## src/xtea_ecb_byte_stream_encryptor_macros.svh

```systemverilog
// Assertion macros shared by the encryptor modules.
// Every macro samples on the rising edge of clock and is disabled during reset.
`ifndef XTEA_ECB_BYTE_STREAM_ENCRYPTOR_MACROS_SVH
`define XTEA_ECB_BYTE_STREAM_ENCRYPTOR_MACROS_SVH
`ifndef SYNTHESIS
// The condition holds at every clock edge.
`define XTEA_ASSERT_HOLDS(label, cond, msg) \
   label: assert property (@(posedge clock) disable iff (reset) (cond)) else $error(msg);
// The consequent holds in the same cycle as the antecedent.
`define XTEA_ASSERT_IMPL(label, ante, cons, msg) \
   label: assert property (@(posedge clock) disable iff (reset) (ante) |-> (cons)) \
      else $error(msg);
// The consequent holds in the cycle after the antecedent.
`define XTEA_ASSERT_NEXT(label, ante, cons, msg) \
   label: assert property (@(posedge clock) disable iff (reset) (ante) |=> (cons)) \
      else $error(msg);
`else
`define XTEA_ASSERT_HOLDS(label, cond, msg)
`define XTEA_ASSERT_IMPL(label, ante, cons, msg)
`define XTEA_ASSERT_NEXT(label, ante, cons, msg)
`endif
`endif

```

## src/xtea_pkg.sv

```systemverilog
package xtea_pkg;

   // XTEA key schedule constant.
   localparam logic [31:0] DELTA = 32'h9E3779B9;

   // Block geometry.
   localparam int unsigned BLOCK_BITS = 64;
   localparam logic [2:0] LAST_BYTE = 3'd7;

   // Queue between the byte packer and the cipher.
   localparam int unsigned QUEUE_DEPTH = 2;
   localparam int unsigned QUEUE_PTR_W = 1;
   localparam int unsigned QUEUE_CNT_W = 2;

   // Configuration port.
   localparam int unsigned CSR_INDEX_W = 3;
   localparam int unsigned CSR_DATA_W = 32;
   localparam logic [CSR_INDEX_W-1:0] CSR_KEY_WORD_ZERO = 3'd0;
   localparam logic [CSR_INDEX_W-1:0] CSR_KEY_WORD_ONE = 3'd1;
   localparam logic [CSR_INDEX_W-1:0] CSR_KEY_WORD_TWO = 3'd2;
   localparam logic [CSR_INDEX_W-1:0] CSR_KEY_WORD_THREE = 3'd3;

   // The 128-bit key as four 32-bit words, word 0 in the low lane.
   typedef logic [3:0][31:0] key_type;

   // One plaintext or ciphertext block with its end-of-message flag.
   typedef struct packed {
      logic [BLOCK_BITS-1:0] block;
      logic                  last;
   } blk_type;

   // Cipher sequencer states.
   typedef enum logic [1:0] {
      CORE_IDLE,
      CORE_RUN,
      CORE_DONE
   } core_state_type;

   // The XTEA mixing term: ((v << 4) ^ (v >> 5)) + v.
   function automatic logic [31:0] mix(logic [31:0] v);
      return ((v << 4) ^ (v >> 5)) + v;
   endfunction

endpackage

```

## src/xtea_ecb_byte_stream_encryptor.sv

```systemverilog
// XTEA byte-stream encryptor, ECB mode. Plaintext enters one byte per item, low byte of
// each 32-bit word first, with req_final_byte on the last byte of a message; a partial
// final block is padded with bytes equal to the pad count. Each block leaves as eight
// cipher items in the same byte order, rsp_block_end on the eighth and rsp_message_end
// on the eighth of the final block. The cipher runs one full XTEA cycle per clock and
// takes no new block until its result is taken; that iterative round unit sets the rate.
// A two-entry queue between the byte packer and the cipher, and the output serializer,
// let input bytes keep flowing while a block is encrypted or drained. The key is written
// through the csr port (index 0 to 3, other indexes ignored); the user must write it only
// while the block is idle, and the block itself does not enforce this. No clearing pass
// is needed after reset.
module xtea_ecb_byte_stream_encryptor #(
   parameter int CIPHER_CYCLES = 32
) (
   input  logic                              clock,
   input  logic                              reset,
   input  logic                              req_valid,
   output logic                              req_ready,
   input  logic [7:0]                        req_plain_byte,
   input  logic                              req_final_byte,
   output logic                              rsp_valid,
   input  logic                              rsp_ready,
   output logic [7:0]                        rsp_cipher_byte,
   output logic                              rsp_block_end,
   output logic                              rsp_message_end,
   input  logic                              csr_write_enable,
   input  logic [xtea_pkg::CSR_INDEX_W-1:0]  csr_index,
   input  logic [xtea_pkg::CSR_DATA_W-1:0]   csr_write_data
);

   xtea_pkg::key_type key_ff, key_in;
   xtea_pkg::blk_type push_item;
   xtea_pkg::blk_type head_item;
   xtea_pkg::blk_type ct_item;
   logic queue_full;
   logic push;
   logic pop;
   logic head_valid;
   logic ct_valid;
   logic ct_ready;

   // Key register writes.
   always_comb begin
      key_in = key_ff;
      if (csr_write_enable) begin
         unique case (csr_index)
            xtea_pkg::CSR_KEY_WORD_ZERO:  key_in[0] = csr_write_data;
            xtea_pkg::CSR_KEY_WORD_ONE:   key_in[1] = csr_write_data;
            xtea_pkg::CSR_KEY_WORD_TWO:   key_in[2] = csr_write_data;
            xtea_pkg::CSR_KEY_WORD_THREE: key_in[3] = csr_write_data;
            default: begin
               key_in = key_ff;
            end
         endcase
      end
   end

   always_ff @(posedge clock) begin
      if (reset) begin
         key_ff <= '0;
      end else begin
         key_ff <= key_in;
      end
   end

   // Front: gather bytes into blocks and pad the last one.
   xtea_packer u_packer (
      .clock          (clock),
      .reset          (reset),
      .req_valid      (req_valid),
      .req_ready      (req_ready),
      .req_plain_byte (req_plain_byte),
      .req_final_byte (req_final_byte),
      .queue_full     (queue_full),
      .push           (push),
      .push_item      (push_item)
   );

   // Blocks waiting for the cipher.
   xtea_queue u_queue (
      .clock      (clock),
      .reset      (reset),
      .push       (push),
      .push_item  (push_item),
      .full       (queue_full),
      .pop        (pop),
      .head_valid (head_valid),
      .head_item  (head_item)
   );

   // Back: iterative XTEA rounds.
   xtea_core #(
      .CIPHER_CYCLES (CIPHER_CYCLES)
   ) u_core (
      .clock     (clock),
      .reset     (reset),
      .key       (key_ff),
      .in_valid  (head_valid),
      .in_item   (head_item),
      .in_pop    (pop),
      .out_valid (ct_valid),
      .out_item  (ct_item),
      .out_ready (ct_ready)
   );

   // Back: cipher bytes out one per item.
   xtea_serializer u_serializer (
      .clock           (clock),
      .reset           (reset),
      .in_valid        (ct_valid),
      .in_item         (ct_item),
      .in_ready        (ct_ready),
      .rsp_valid       (rsp_valid),
      .rsp_ready       (rsp_ready),
      .rsp_cipher_byte (rsp_cipher_byte),
      .rsp_block_end   (rsp_block_end),
      .rsp_message_end (rsp_message_end)
   );

endmodule

```

## src/xtea_packer.sv

```systemverilog
module xtea_packer (
   input  logic               clock,
   input  logic               reset,
   input  logic               req_valid,
   output logic               req_ready,
   input  logic [7:0]         req_plain_byte,
   input  logic               req_final_byte,
   input  logic               queue_full,
   output logic               push,
   output xtea_pkg::blk_type  push_item
);

   logic [2:0]  count_ff, count_in;
   logic [63:0] block_ff, block_in;
   logic [63:0] assembled;
   logic        accept;
   logic        complete;
   logic [7:0]  pad_byte;

   // An item is taken whenever the queue can hold a finished block.
   assign req_ready = !queue_full;
   assign accept    = req_valid && req_ready;
   assign complete  = accept && ((count_ff == xtea_pkg::LAST_BYTE) || req_final_byte);

   // Pad bytes carry the number of bytes missing from the block.
   assign pad_byte = {5'd0, 3'(xtea_pkg::LAST_BYTE - count_ff)};

   // Build the block: stored bytes below the fill point, the new byte at it, pad above.
   always_comb begin
      for (int k = 0; k < 8; k++) begin
         if (3'(k) < count_ff) begin
            assembled[8*k +: 8] = block_ff[8*k +: 8];
         end else if (3'(k) == count_ff) begin
            assembled[8*k +: 8] = req_plain_byte;
         end else begin
            assembled[8*k +: 8] = pad_byte;
         end
      end
   end

   assign push      = complete;
   assign push_item = '{block: assembled, last: req_final_byte};

   // Next fill count and block contents.
   always_comb begin
      count_in = count_ff;
      block_in = block_ff;
      if (complete) begin
         count_in = '0;
      end else if (accept) begin
         count_in = count_ff + 3'd1;
      end
      if (accept) begin
         block_in = assembled;
      end
   end

   always_ff @(posedge clock) begin
      if (reset) begin
         count_ff <= '0;
      end else begin
         count_ff <= count_in;
      end
   end

   always_ff @(posedge clock) begin
      block_ff <= block_in;
   end

endmodule

```

## src/xtea_queue.sv

```systemverilog
`include "xtea_ecb_byte_stream_encryptor_macros.svh"

module xtea_queue (
   input  logic               clock,
   input  logic               reset,
   input  logic               push,
   input  xtea_pkg::blk_type  push_item,
   output logic               full,
   input  logic               pop,
   output logic               head_valid,
   output xtea_pkg::blk_type  head_item
);

   localparam int unsigned PW = xtea_pkg::QUEUE_PTR_W;
   localparam int unsigned CW = xtea_pkg::QUEUE_CNT_W;
   localparam logic [PW-1:0] PTR_LAST = PW'(xtea_pkg::QUEUE_DEPTH - 1);
   localparam logic [CW-1:0] DEPTH = CW'(xtea_pkg::QUEUE_DEPTH);

   xtea_pkg::blk_type entries_ff [xtea_pkg::QUEUE_DEPTH];
   logic [PW-1:0] wr_ptr_ff, wr_ptr_in;
   logic [PW-1:0] rd_ptr_ff, rd_ptr_in;
   logic [CW-1:0] count_ff, count_in;

   assign full       = (count_ff == DEPTH);
   assign head_valid = (count_ff != '0);
   assign head_item  = entries_ff[rd_ptr_ff];

   // Pointer and occupancy update.
   always_comb begin
      wr_ptr_in = wr_ptr_ff;
      rd_ptr_in = rd_ptr_ff;
      count_in  = count_ff;
      if (push) begin
         wr_ptr_in = (wr_ptr_ff == PTR_LAST) ? '0 : wr_ptr_ff + PW'(1);
      end
      if (pop) begin
         rd_ptr_in = (rd_ptr_ff == PTR_LAST) ? '0 : rd_ptr_ff + PW'(1);
      end
      if (push && !pop) begin
         count_in = count_ff + CW'(1);
      end else if (pop && !push) begin
         count_in = count_ff - CW'(1);
      end
   end

   always_ff @(posedge clock) begin
      if (reset) begin
         wr_ptr_ff <= '0;
         rd_ptr_ff <= '0;
         count_ff  <= '0;
      end else begin
         wr_ptr_ff <= wr_ptr_in;
         rd_ptr_ff <= rd_ptr_in;
         count_ff  <= count_in;
      end
   end

   // Entry storage.
   always_ff @(posedge clock) begin
      if (push) begin
         entries_ff[wr_ptr_ff] <= push_item;
      end
   end

   `XTEA_ASSERT_IMPL(a_no_overflow, push, count_ff < DEPTH, "block pushed into a full queue")
   `XTEA_ASSERT_IMPL(a_no_underflow, pop, count_ff != '0, "block popped from an empty queue")

endmodule

```

## src/xtea_core.sv

```systemverilog
`include "xtea_ecb_byte_stream_encryptor_macros.svh"

module xtea_core #(
   parameter int CIPHER_CYCLES = 32
) (
   input  logic               clock,
   input  logic               reset,
   input  xtea_pkg::key_type  key,
   input  logic               in_valid,
   input  xtea_pkg::blk_type  in_item,
   output logic               in_pop,
   output logic               out_valid,
   output xtea_pkg::blk_type  out_item,
   input  logic               out_ready
);

   localparam int unsigned RW = $clog2(CIPHER_CYCLES + 1);
   localparam logic [RW-1:0] LAST_ROUND = RW'(CIPHER_CYCLES - 1);

   xtea_pkg::core_state_type state_ff, state_in;
   logic [RW-1:0] round_ff, round_in;
   logic [31:0]   v0_ff, v0_in;
   logic [31:0]   v1_ff, v1_in;
   logic [31:0]   sum_ff, sum_in;
   logic          last_ff, last_in;
   logic [31:0]   sum_next;
   logic [31:0]   v0_new;
   logic [31:0]   v1_new;
   logic          load;

   // One full XTEA cycle: both half rounds in one clock.
   assign sum_next = sum_ff + xtea_pkg::DELTA;
   assign v0_new = v0_ff + (xtea_pkg::mix(v1_ff) ^ (sum_ff + key[sum_ff[1:0]]));
   assign v1_new = v1_ff + (xtea_pkg::mix(v0_new) ^ (sum_next + key[sum_next[12:11]]));

   assign out_valid = (state_ff == xtea_pkg::CORE_DONE);
   assign out_item  = '{block: {v1_ff, v0_ff}, last: last_ff};
   assign in_pop    = load;

   // Sequencer: load a block, run the rounds, hold the result until it is taken.
   always_comb begin
      state_in = state_ff;
      load     = 1'b0;
      unique case (state_ff)
         xtea_pkg::CORE_IDLE: begin
            if (in_valid) begin
               load     = 1'b1;
               state_in = xtea_pkg::CORE_RUN;
            end
         end
         xtea_pkg::CORE_RUN: begin
            if (round_ff == LAST_ROUND) begin
               state_in = xtea_pkg::CORE_DONE;
            end
         end
         xtea_pkg::CORE_DONE: begin
            if (out_ready) begin
               if (in_valid) begin
                  load     = 1'b1;
                  state_in = xtea_pkg::CORE_RUN;
               end else begin
                  state_in = xtea_pkg::CORE_IDLE;
               end
            end
         end
         default: begin
            state_in = xtea_pkg::CORE_IDLE;
         end
      endcase
   end

   // Datapath next values.
   always_comb begin
      round_in = round_ff;
      v0_in    = v0_ff;
      v1_in    = v1_ff;
      sum_in   = sum_ff;
      last_in  = last_ff;
      if (load) begin
         round_in = '0;
         v0_in    = in_item.block[31:0];
         v1_in    = in_item.block[63:32];
         sum_in   = '0;
         last_in  = in_item.last;
      end else if (state_ff == xtea_pkg::CORE_RUN) begin
         round_in = round_ff + RW'(1);
         v0_in    = v0_new;
         v1_in    = v1_new;
         sum_in   = sum_next;
      end
   end

   always_ff @(posedge clock) begin
      if (reset) begin
         state_ff <= xtea_pkg::CORE_IDLE;
         round_ff <= '0;
      end else begin
         state_ff <= state_in;
         round_ff <= round_in;
      end
   end

   always_ff @(posedge clock) begin
      v0_ff   <= v0_in;
      v1_ff   <= v1_in;
      sum_ff  <= sum_in;
      last_ff <= last_in;
   end

   // The counter rests one past the last round while the result waits.
   `XTEA_ASSERT_NEXT(a_result_held, out_valid && !out_ready,
      out_valid && $stable(v0_ff) && $stable(v1_ff), "cipher result changed while waiting")
   `XTEA_ASSERT_HOLDS(a_round_bound, round_ff <= RW'(CIPHER_CYCLES), "round counter out of range")

endmodule

```

## src/xtea_serializer.sv

```systemverilog
`include "xtea_ecb_byte_stream_encryptor_macros.svh"

module xtea_serializer (
   input  logic               clock,
   input  logic               reset,
   input  logic               in_valid,
   input  xtea_pkg::blk_type  in_item,
   output logic               in_ready,
   output logic               rsp_valid,
   input  logic               rsp_ready,
   output logic [7:0]         rsp_cipher_byte,
   output logic               rsp_block_end,
   output logic               rsp_message_end
);

   logic        valid_ff, valid_in;
   logic [2:0]  idx_ff, idx_in;
   logic [63:0] data_ff, data_in;
   logic        last_ff, last_in;
   logic        take;
   logic        final_take;
   logic        load;

   assign take       = valid_ff && rsp_ready;
   assign final_take = take && (idx_ff == xtea_pkg::LAST_BYTE);
   assign in_ready   = !valid_ff || final_take;
   assign load       = in_valid && in_ready;

   assign rsp_valid       = valid_ff;
   assign rsp_cipher_byte = data_ff[7:0];
   assign rsp_block_end   = (idx_ff == xtea_pkg::LAST_BYTE);
   assign rsp_message_end = (idx_ff == xtea_pkg::LAST_BYTE) && last_ff;

   // Shift the block out low byte first; a new block loads as the last byte leaves.
   always_comb begin
      valid_in = valid_ff;
      idx_in   = idx_ff;
      data_in  = data_ff;
      last_in  = last_ff;
      if (load) begin
         valid_in = 1'b1;
         idx_in   = '0;
         data_in  = in_item.block;
         last_in  = in_item.last;
      end else if (take) begin
         valid_in = !final_take;
         idx_in   = idx_ff + 3'd1;
         data_in  = data_ff >> 8;
      end
   end

   always_ff @(posedge clock) begin
      if (reset) begin
         valid_ff <= 1'b0;
         idx_ff   <= '0;
      end else begin
         valid_ff <= valid_in;
         idx_ff   <= idx_in;
      end
   end

   always_ff @(posedge clock) begin
      data_ff <= data_in;
      last_ff <= last_in;
   end

   `XTEA_ASSERT_NEXT(a_drain_empty, final_take && !in_valid, !rsp_valid,
      "serializer still valid after its last byte left")

endmodule
```

## config.mk

```make
export PLATFORM = sky130hd
export DESIGN_NAME = xtea_ecb_byte_stream_encryptor
export DESIGN_NICKNAME = d
export VERILOG_FILES = /design/src/xtea_pkg.sv /design/src/xtea_ecb_byte_stream_encryptor.sv /design/src/xtea_packer.sv /design/src/xtea_queue.sv /design/src/xtea_core.sv /design/src/xtea_serializer.sv
export VERILOG_INCLUDE_DIRS = /design/src /design/src/src
export SDC_FILE = /design/constraint.sdc
export NUM_CORES = 1
export LEC_CHECK = 0
export ABC_AREA = 0
export BUFFER_PORTS_ARGS = -buffer_cell sky130_fd_sc_hd__buf_2
export CAP_MARGIN = 20
export CORE_MARGIN = 2
export CORE_UTILIZATION = 39
export CTS_CLUSTER_DIAMETER = 60
export DETAILED_ROUTE_END_ITERATION = 10
export PLACE_DENSITY = 0.51
export SKIP_LAST_GASP = 1
export SLEW_MARGIN = 20
export SYNTH_ARGS = -nofsm -noshare
export SYNTH_HDL_FRONTEND = slang
export SYNTH_SLANG_ARGS = --single-unit
```

## constraint.sdc

```tcl
create_clock -name clock -period 12.3 [get_ports clock]
set_clock_uncertainty 0.05 [all_clocks]
set_input_delay 1.23 -clock clock [delete_from_list [all_inputs] [get_ports clock]]
set_output_delay 1.23 -clock clock [all_outputs]
set_load 0.005 [all_outputs]
```

==> summary.md, run 1 <==
| Metric | Value |
|---|---|
| Port-buffer cells | `60` |
| Die area | `82400 um2` |
| Clock-pin slew on the worst setup and hold paths | `0.06 ns` |
| Max_cap viols | `0` |
| Largest net degree at the start of global routing | `83` |
| Tmin final | `11.21 ns` |
| Io pins | `61` |
| TritonCTS clock tree | `done` |
| Most used cell, CP | `a21oi_1` |
| Worst path max stage delay | `0.84 ns` |
| CTS Hold Buffers Added | `0` |
| CP Class | `register to register` |
| Worst hold endpoint | `u_serializer.last_ff$_DFFE_PP_` |
| Horiz. Die Dim | `287 um` |
| RR Endpoint | `u_core.v1_ff[31]$_DFFE_PP_` |
| Mapped Nets | `3527` |
| First-pass GRT wire length | `148000 um` |
| Syn avg cell area | `9.56 um2` |
| Clock root cell | `clkbuf_16` |
| Synth-to-Final Area Change | `10.3%` |
| Synth top area share | `30.4%` |
| Post-CTS sizing | `0` |
| GRT Util Overall | `23.8%` |
| Yosys reg bits | `496` |
| Max-slew violation count | `0` |
| Global placement routability congestion | `0.912` |
| Crit path DAT | `11.52 ns` |
| Dpl cells | `4262` |
| Status | `complete, no violations` |
| Critical Path Start Type | `register` |
| Nets | `3532` |
| Site Rows | `103` |
| Synth area leader | `edfxtp_1` |
| Post-route antenna net violation count | `0` |
| Final setup fails | `0` |
| Antenna diodes | `0` |
| Post-CTS repair timing setup buffer count | `0` |
| R2R setup slack | `1.09 ns` |
| Die Height | `287 um` |
| Post-synth top flop | `edfxtp_1` |
| Total grt overflow | `0` |
| Vias in the first global route | `23512` |
| Post-synthesis cell count | `3268` |
| DR iter-0 viols | `2049` |
| YS warnings | `0` |
| Hold path cells | `0` |
| Worst Max-Slew Pin Slew | `1.10 ns` |
| DRT Pass-1 Iters | `6` |
| Final period util | `91.1%` |
| # DRC | `0` |
| CP Capture Type | `register` |
| CTS Buffer Depth | `3` |
| Starting density of the core | `39.5%` |
| Fmax achieved | `0.0892 GHz` |
| Fraction of layout cells with a size suffix above 1 | `9.52%` |
| CTS H-tree depth | `2` |
| Wirelength per Cell | `22.9 um` |
| Worst reg2reg path depth | `42` |
| Setup TNS Final | `0 ns` |
| Post-synth cell types | `88` |
| Crit path launch | `u_core.sum_ff[0]$_SDFFE_PP0P_` |
| Min-delay worst type | `register to register` |
| Total CTS buffers | `59` |
| Vias | `24657` |
| Final hold viol count | `0` |
| Slowest-stage cell, CP | `xnor2_1` |
| RSZ-0062 raised after global routing | `no` |
| Sink Count | `496` |
| Initial antenna violation count | `4` |
| Clk_lat worst skew | `0.64 ns` |
| Finished Layout Cells | `4371` |
| Seq/Total Area, Yosys | `41.9%` |
| CP required | `12.62 ns` |
| Synthesized cell area | `31200 um2` |
| Critical Path Fanout Max | `23` |
| Worst R2R Start | `u_core.sum_ff[0]$_SDFFE_PP0P_` |
| Hold path startpoint | `u_core.last_ff$_DFFE_PP_` |
| Post-Route WL | `99900 um` |
| Post-synth EDFFs | `316` |
| Synth async-reset ratio | `0%` |
| Vias/cell | `5.64` |
| Synth top area cells | `edfxtp_1 (30%), dfxtp_1 (12%), ha_1 (8.2%)` |
| Detailed placer's ending HPWL | `73000 um` |
| Core Area | `79100 um2` |
| Slew margin rel. | `26.3%` |
-- placed cells by master, fill, tap and decap left out, types with 66 or more instances in the layout --
cell type  count
nor2_1       131
o21ai_0      182
a21oi_1      330
a211oi_1      66
ha_1         204
mux2i_1       67
xnor2_1      191
inv_1         66
edfxtp_1     316
nand2_1      583
dfxtp_1      177
xor2_1       125
a21o_1        97
-- flip-flops by register name, indices dropped and copies added, names as in the netlist, 2 cells and up, named ones only --
signal	count
key_ff	128
u_core.round_ff	6
u_core.state_ff	2
u_core.sum_ff	32
u_core.v0_ff	32
u_core.v1_ff	32
u_packer.block_ff	56
u_packer.count_ff	3
u_queue.count_ff	2
u_queue.entries_ff	130
u_serializer.data_ff	64
u_serializer.idx_ff	3
-- area by class of cell --
type,instances,area (um2)
well taps,1050,1310
clock buffers,77,1620
repair buffers,88,513
inverters,72,270
fillers,7589,44700
multi-input cells,2556,17400
flip-flops and latches,496,13100
clock inverters,32,288
-- routing by layer --
layer	track usage, %	part of all wire, %
met5	0	0
met4	6.80	2.7
met3	2.89	4.8
met2	39.3	47
met1	32.9	45
-- critical path: cells and delay by family (launching register included) --
kind / cells / cell delay [ns]
mux: 1 / 0.59
buf+inv: 1 / 0.08
simple gates: 10 / 1.87
compound gates: 19 / 3.99
fa+ha+maj: 5 / 1.55
xor+xnor: 6 / 1.98
flops: 1 / 0.83
-- synthesized netlist by cell type, types with 11 or more instances --
master and n:
and3_1 14, a21o_1 98, o21bai_1 25, and2_1 51, clkbuf_1 125, o21a_1 15, nor2b_1 30, or3_1 13
o31ai_1 18, buf_4 11, nor3_1 36, xor2_1 125, nand3_1 53, nand2_1 584, a21oi_1 330, mux2_2 60
edfxtp_1 316, a31oi_1 48, dfxtp_1 180, xnor2_1 191, a211oi_1 66, mux4_2 32, o21ai_0 183, nor2_1 135
nand4_1 19, ha_1 204, nand2b_1 22, mux2i_1 67, o21ai_1 20, inv_1 69
-- cell families after synthesis --
logic type                 count (synthesis)  share of synthesized area, %
muxes                                    159                          6.62
buffers and inverters                    216                          2.73
DFF                                      496                          41.9
AOI/OAI and AO/OA                        876                          16.9
and+or+nand+nor                          988                          13.9
xor gates and xnor gates                 323                          9.37
adders and majority gates                210                          8.56
-- stage by stage --
stage | utilization, % | area [um2] | hold slack [ns] | worst slack [ns]
detailed placement | 41.1 | 32600 | 0.367 | 1.26
global route | 43.6 | 34500 | 0.394 | 0.293
finish | 43.6 | 34500 | 0.400 | 1.09
floorplan | - | 31200 | 0.350 | 3.42
CTS | 43.6 | 34500 | 0.394 | 1.20
global placement | 41.1 | 32600 | 0.369 | 1.31
-- worst max-delay path by stage --
stage,slack (ns),end,depth (start not counted)
CTS,1.20,u_core.v1_ff[31]$_DFFE_PP_,42
detailed placement,1.26,u_core.v1_ff[31]$_DFFE_PP_,42
global placement,1.31,u_core.v1_ff[31]$_DFFE_PP_,39
global route,0.29,u_core.v1_ff[31]$_DFFE_PP_,40
floorplan,3.42,u_core.v1_ff[31]$_DFFE_PP_,41
finish,1.09,u_core.v1_ff[31]$_DFFE_PP_,42
Power of run 1 is left out: the tool's default activity adds up to more than one toggle a clock period on the data nets, which glitch-free logic cannot reach.
==> run 2: changes to the inputs <==
--- a/config.mk
+++ b/config.mk
@@ -14,6 +14,7 @@
 export CTS_CLUSTER_DIAMETER = 60
 export DETAILED_ROUTE_END_ITERATION = 10
 export PLACE_DENSITY = 0.51
+export RECOVER_POWER = 100
 export SKIP_LAST_GASP = 1
 export SLEW_MARGIN = 20
 export SYNTH_ARGS = -nofsm -noshare
==> summary.md, run 2 (synthesis gave the netlist of run 1 again) <==
| Metric | Value |
|---|---|
| Critical Path Start Type | `register` |
| RR Endpoint | `u_core.v1_ff[31]$_DFFE_PP_` |
| Final WS setup | `1.05 ns (-0.0392 ns)` |
| Total grt overflow | `0 (unchanged)` |
| Final setup fails | `0 (unchanged)` |
| Slowest-stage cell, CP | `dfxtp_2` |
| Site Rows | `103 (unchanged)` |
| Sink Count | `496 (unchanged)` |
| Fraction of layout cells with a size suffix above 1 | `8.22% (-1.3 points)` |
| Slew margin rel. | `-176% (-200 points)` |
| TritonCTS clock tree | `done` |
| Fill count | `7601 (+0.16%)` |
| Worst reg2reg path depth | `42 (unchanged)` |
| Die Height | `287 um (unchanged)` |
| Dpl ws | `1.26 ns (unchanged)` |
| Worst R2R Start | `u_core.sum_ff[0]$_SDFFE_PP0P_` |
| Wirelength per Cell | `22.9 um (+0.13%)` |
| CTS H-tree depth | `2 (unchanged)` |
| Horiz. Die Dim | `287 um (unchanged)` |
| DRT Pass-1 Iters | `5 (-1)` |
| Antenna diodes | `0 (unchanged)` |
| # DRC | `0 (unchanged)` |
| Fmax achieved | `0.0889 GHz (-0.35%)` |
| Global placement routability congestion | `0.912 (unchanged)` |
| Post-CTS repair timing setup buffer count | `0 (unchanged)` |
| Final hold viol count | `0 (unchanged)` |
| Core Area | `79100 um2 (unchanged)` |
| Top reg by flops | `u_queue.entries_ff` |
| GRT Util Overall | `23.8% (unchanged)` |
| Final period util | `91.4% (+0.32 points)` |
| Max reg flops | `130 (unchanged)` |
| Most frequent cells in the layout | `nand2_1 (583), a21oi_1 (330), edfxtp_1 (316)` |
| Vias in the first global route | `23512 (unchanged)` |
| CP Capture Type | `register` |
| RSZ-0062 raised after global routing | `no` |
| Port-buffer cells | `60 (unchanged)` |
| Vias | `24602 (-0.22%)` |
| Die area | `82400 um2 (unchanged)` |
| Total CTS buffers | `59 (unchanged)` |
| CTS Buffer Depth | `3 (unchanged)` |
| CP Class | `register to register` |
| Min-delay worst type | `register to register` |
| Post-Route WL | `100000 um (+0.13%)` |
| Largest regs | `u_queue.entries_ff: 130 flops, key_ff: 128 flops, u_serializer.data_ff: 64 flops` |
| Final hold slack | `0.401 ns (+0.00122 ns)` |
| Tmin final | `11.25 ns (+0.0392 ns)` |
| Post-route antenna net violation count | `0 (unchanged)` |
| First-pass GRT wire length | `148000 um (unchanged)` |
| Setup TNS Final | `0 ns (unchanged)` |
| CP required | `12.54 ns (-0.08 ns)` |
| Post-CTS sizing | `0 (unchanged)` |
| Commonest non-fill, non-tap cell in the layout | `nand2_1` |
| Status | `finished with violations` |
| CP endpoint | `u_core.v1_ff[31]$_DFFE_PP_` |
| Failing checks | `capacitance limit, slew limit` |
| Worst Max-Slew Pin Slew | `4.15 ns (+3.05 ns)` |
| Crit path DAT | `11.49 ns (-0.03 ns)` |
| Nets | `3532 (unchanged)` |
| Clock-pin slew on the worst setup and hold paths | `0.06 ns (about the same)` |
| Critical Path Fanout Max | `23 (unchanged)` |
| Max_cap viols | `15 (+15)` |
| Vias/cell | `5.63 (-0.22%)` |
| Clock root cell | `clkbuf_16` |
| Synth-to-Final Area Change | `10.0%` |
| Detailed placer's ending HPWL | `73000 um (unchanged)` |
| Crit path launch | `u_core.sum_ff[0]$_SDFFE_PP0P_` |
| Initial antenna violation count | `4 (unchanged)` |
| Most used cell, CP | `a21oi_1` |
| Max-slew violation count | `779 (+779)` |
| Io pins | `61 (unchanged)` |
| Starting density of the core | `39.5% (unchanged)` |
| CTS Hold Buffers Added | `0 (unchanged)` |
| Clk_lat worst skew | `0.64 ns (about the same)` |
| DR iter-0 viols | `2106 (+2.8%)` |
| Final Util | `43.4% (-0.12 points)` |
| R2R setup slack | `1.05 ns (-0.04 ns)` |
| Largest net degree at the start of global routing | `83 (unchanged)` |
| Worst path max stage delay | `0.84 ns (about the same)` |
## run 2: how the worst min path moves through the flow
stage                                   startpoint                             end  slack (ns)  cells past startpoint
after floorplan           u_core.last_ff$_DFFE_PP_  u_serializer.last_ff$_DFFE_PP_        0.35                      0
after global placement    u_core.last_ff$_DFFE_PP_  u_serializer.last_ff$_DFFE_PP_        0.37                      0
after detailed placement  u_core.last_ff$_DFFE_PP_  u_serializer.last_ff$_DFFE_PP_        0.37                      0
after CTS                 u_core.last_ff$_DFFE_PP_  u_serializer.last_ff$_DFFE_PP_        0.39                      0
after global routing      u_core.last_ff$_DFFE_PP_  u_serializer.last_ff$_DFFE_PP_        0.39                      0
final                     u_core.last_ff$_DFFE_PP_  u_serializer.last_ff$_DFFE_PP_        0.40                      0
## run 2: final cells by class
| class | count | area (um2) | area share, % |
|---|---|---|---|
| inverter | 72 | 270 | 0.786 |
| sequential | 496 | 13100 | 38.1 |
| timing repair buffer | 88 | 448 | 1.30 |
| clock buffer | 77 | 1620 | 4.70 |
| multi-input combinational | 2556 | 17300 | 50.4 |
| clock inverter | 32 | 288 | 0.837 |
| tap | 1050 | 1310 | 3.82 |
## run 2: per-stage QoR
stage / cell area (um2) / std cells
finish: 34400 / 4371
global route: 34400 / 4371
CTS: 34500 / 4371
detailed placement: 32600 / 4262
global placement: 32600 / 4262
floorplan: 31200 / 3268
## run 2: routing by layer
metal	wire, um	share of wire [%]	global-route usage, %
met5	0	0	0
met4	2730	2.7	6.80
met3	5040	5.0	2.89
met2	47000	47	39.3
met1	45300	45	32.9
## run 2: critical path, delay by kind of cell, from the launching register on
kind                     cells  cell delay (ns)
XOR/XNOR                     6             1.95
multiplexers                 1             0.59
AND/OR/NAND/NOR             10             1.85
AO/OA/AOI/OAI               18             3.88
adder cells (fa/ha/maj)      5             1.55
buffers and inverters        2             0.17
flip-flops                   1             0.84
Power of run 2 is left out for the same reason.
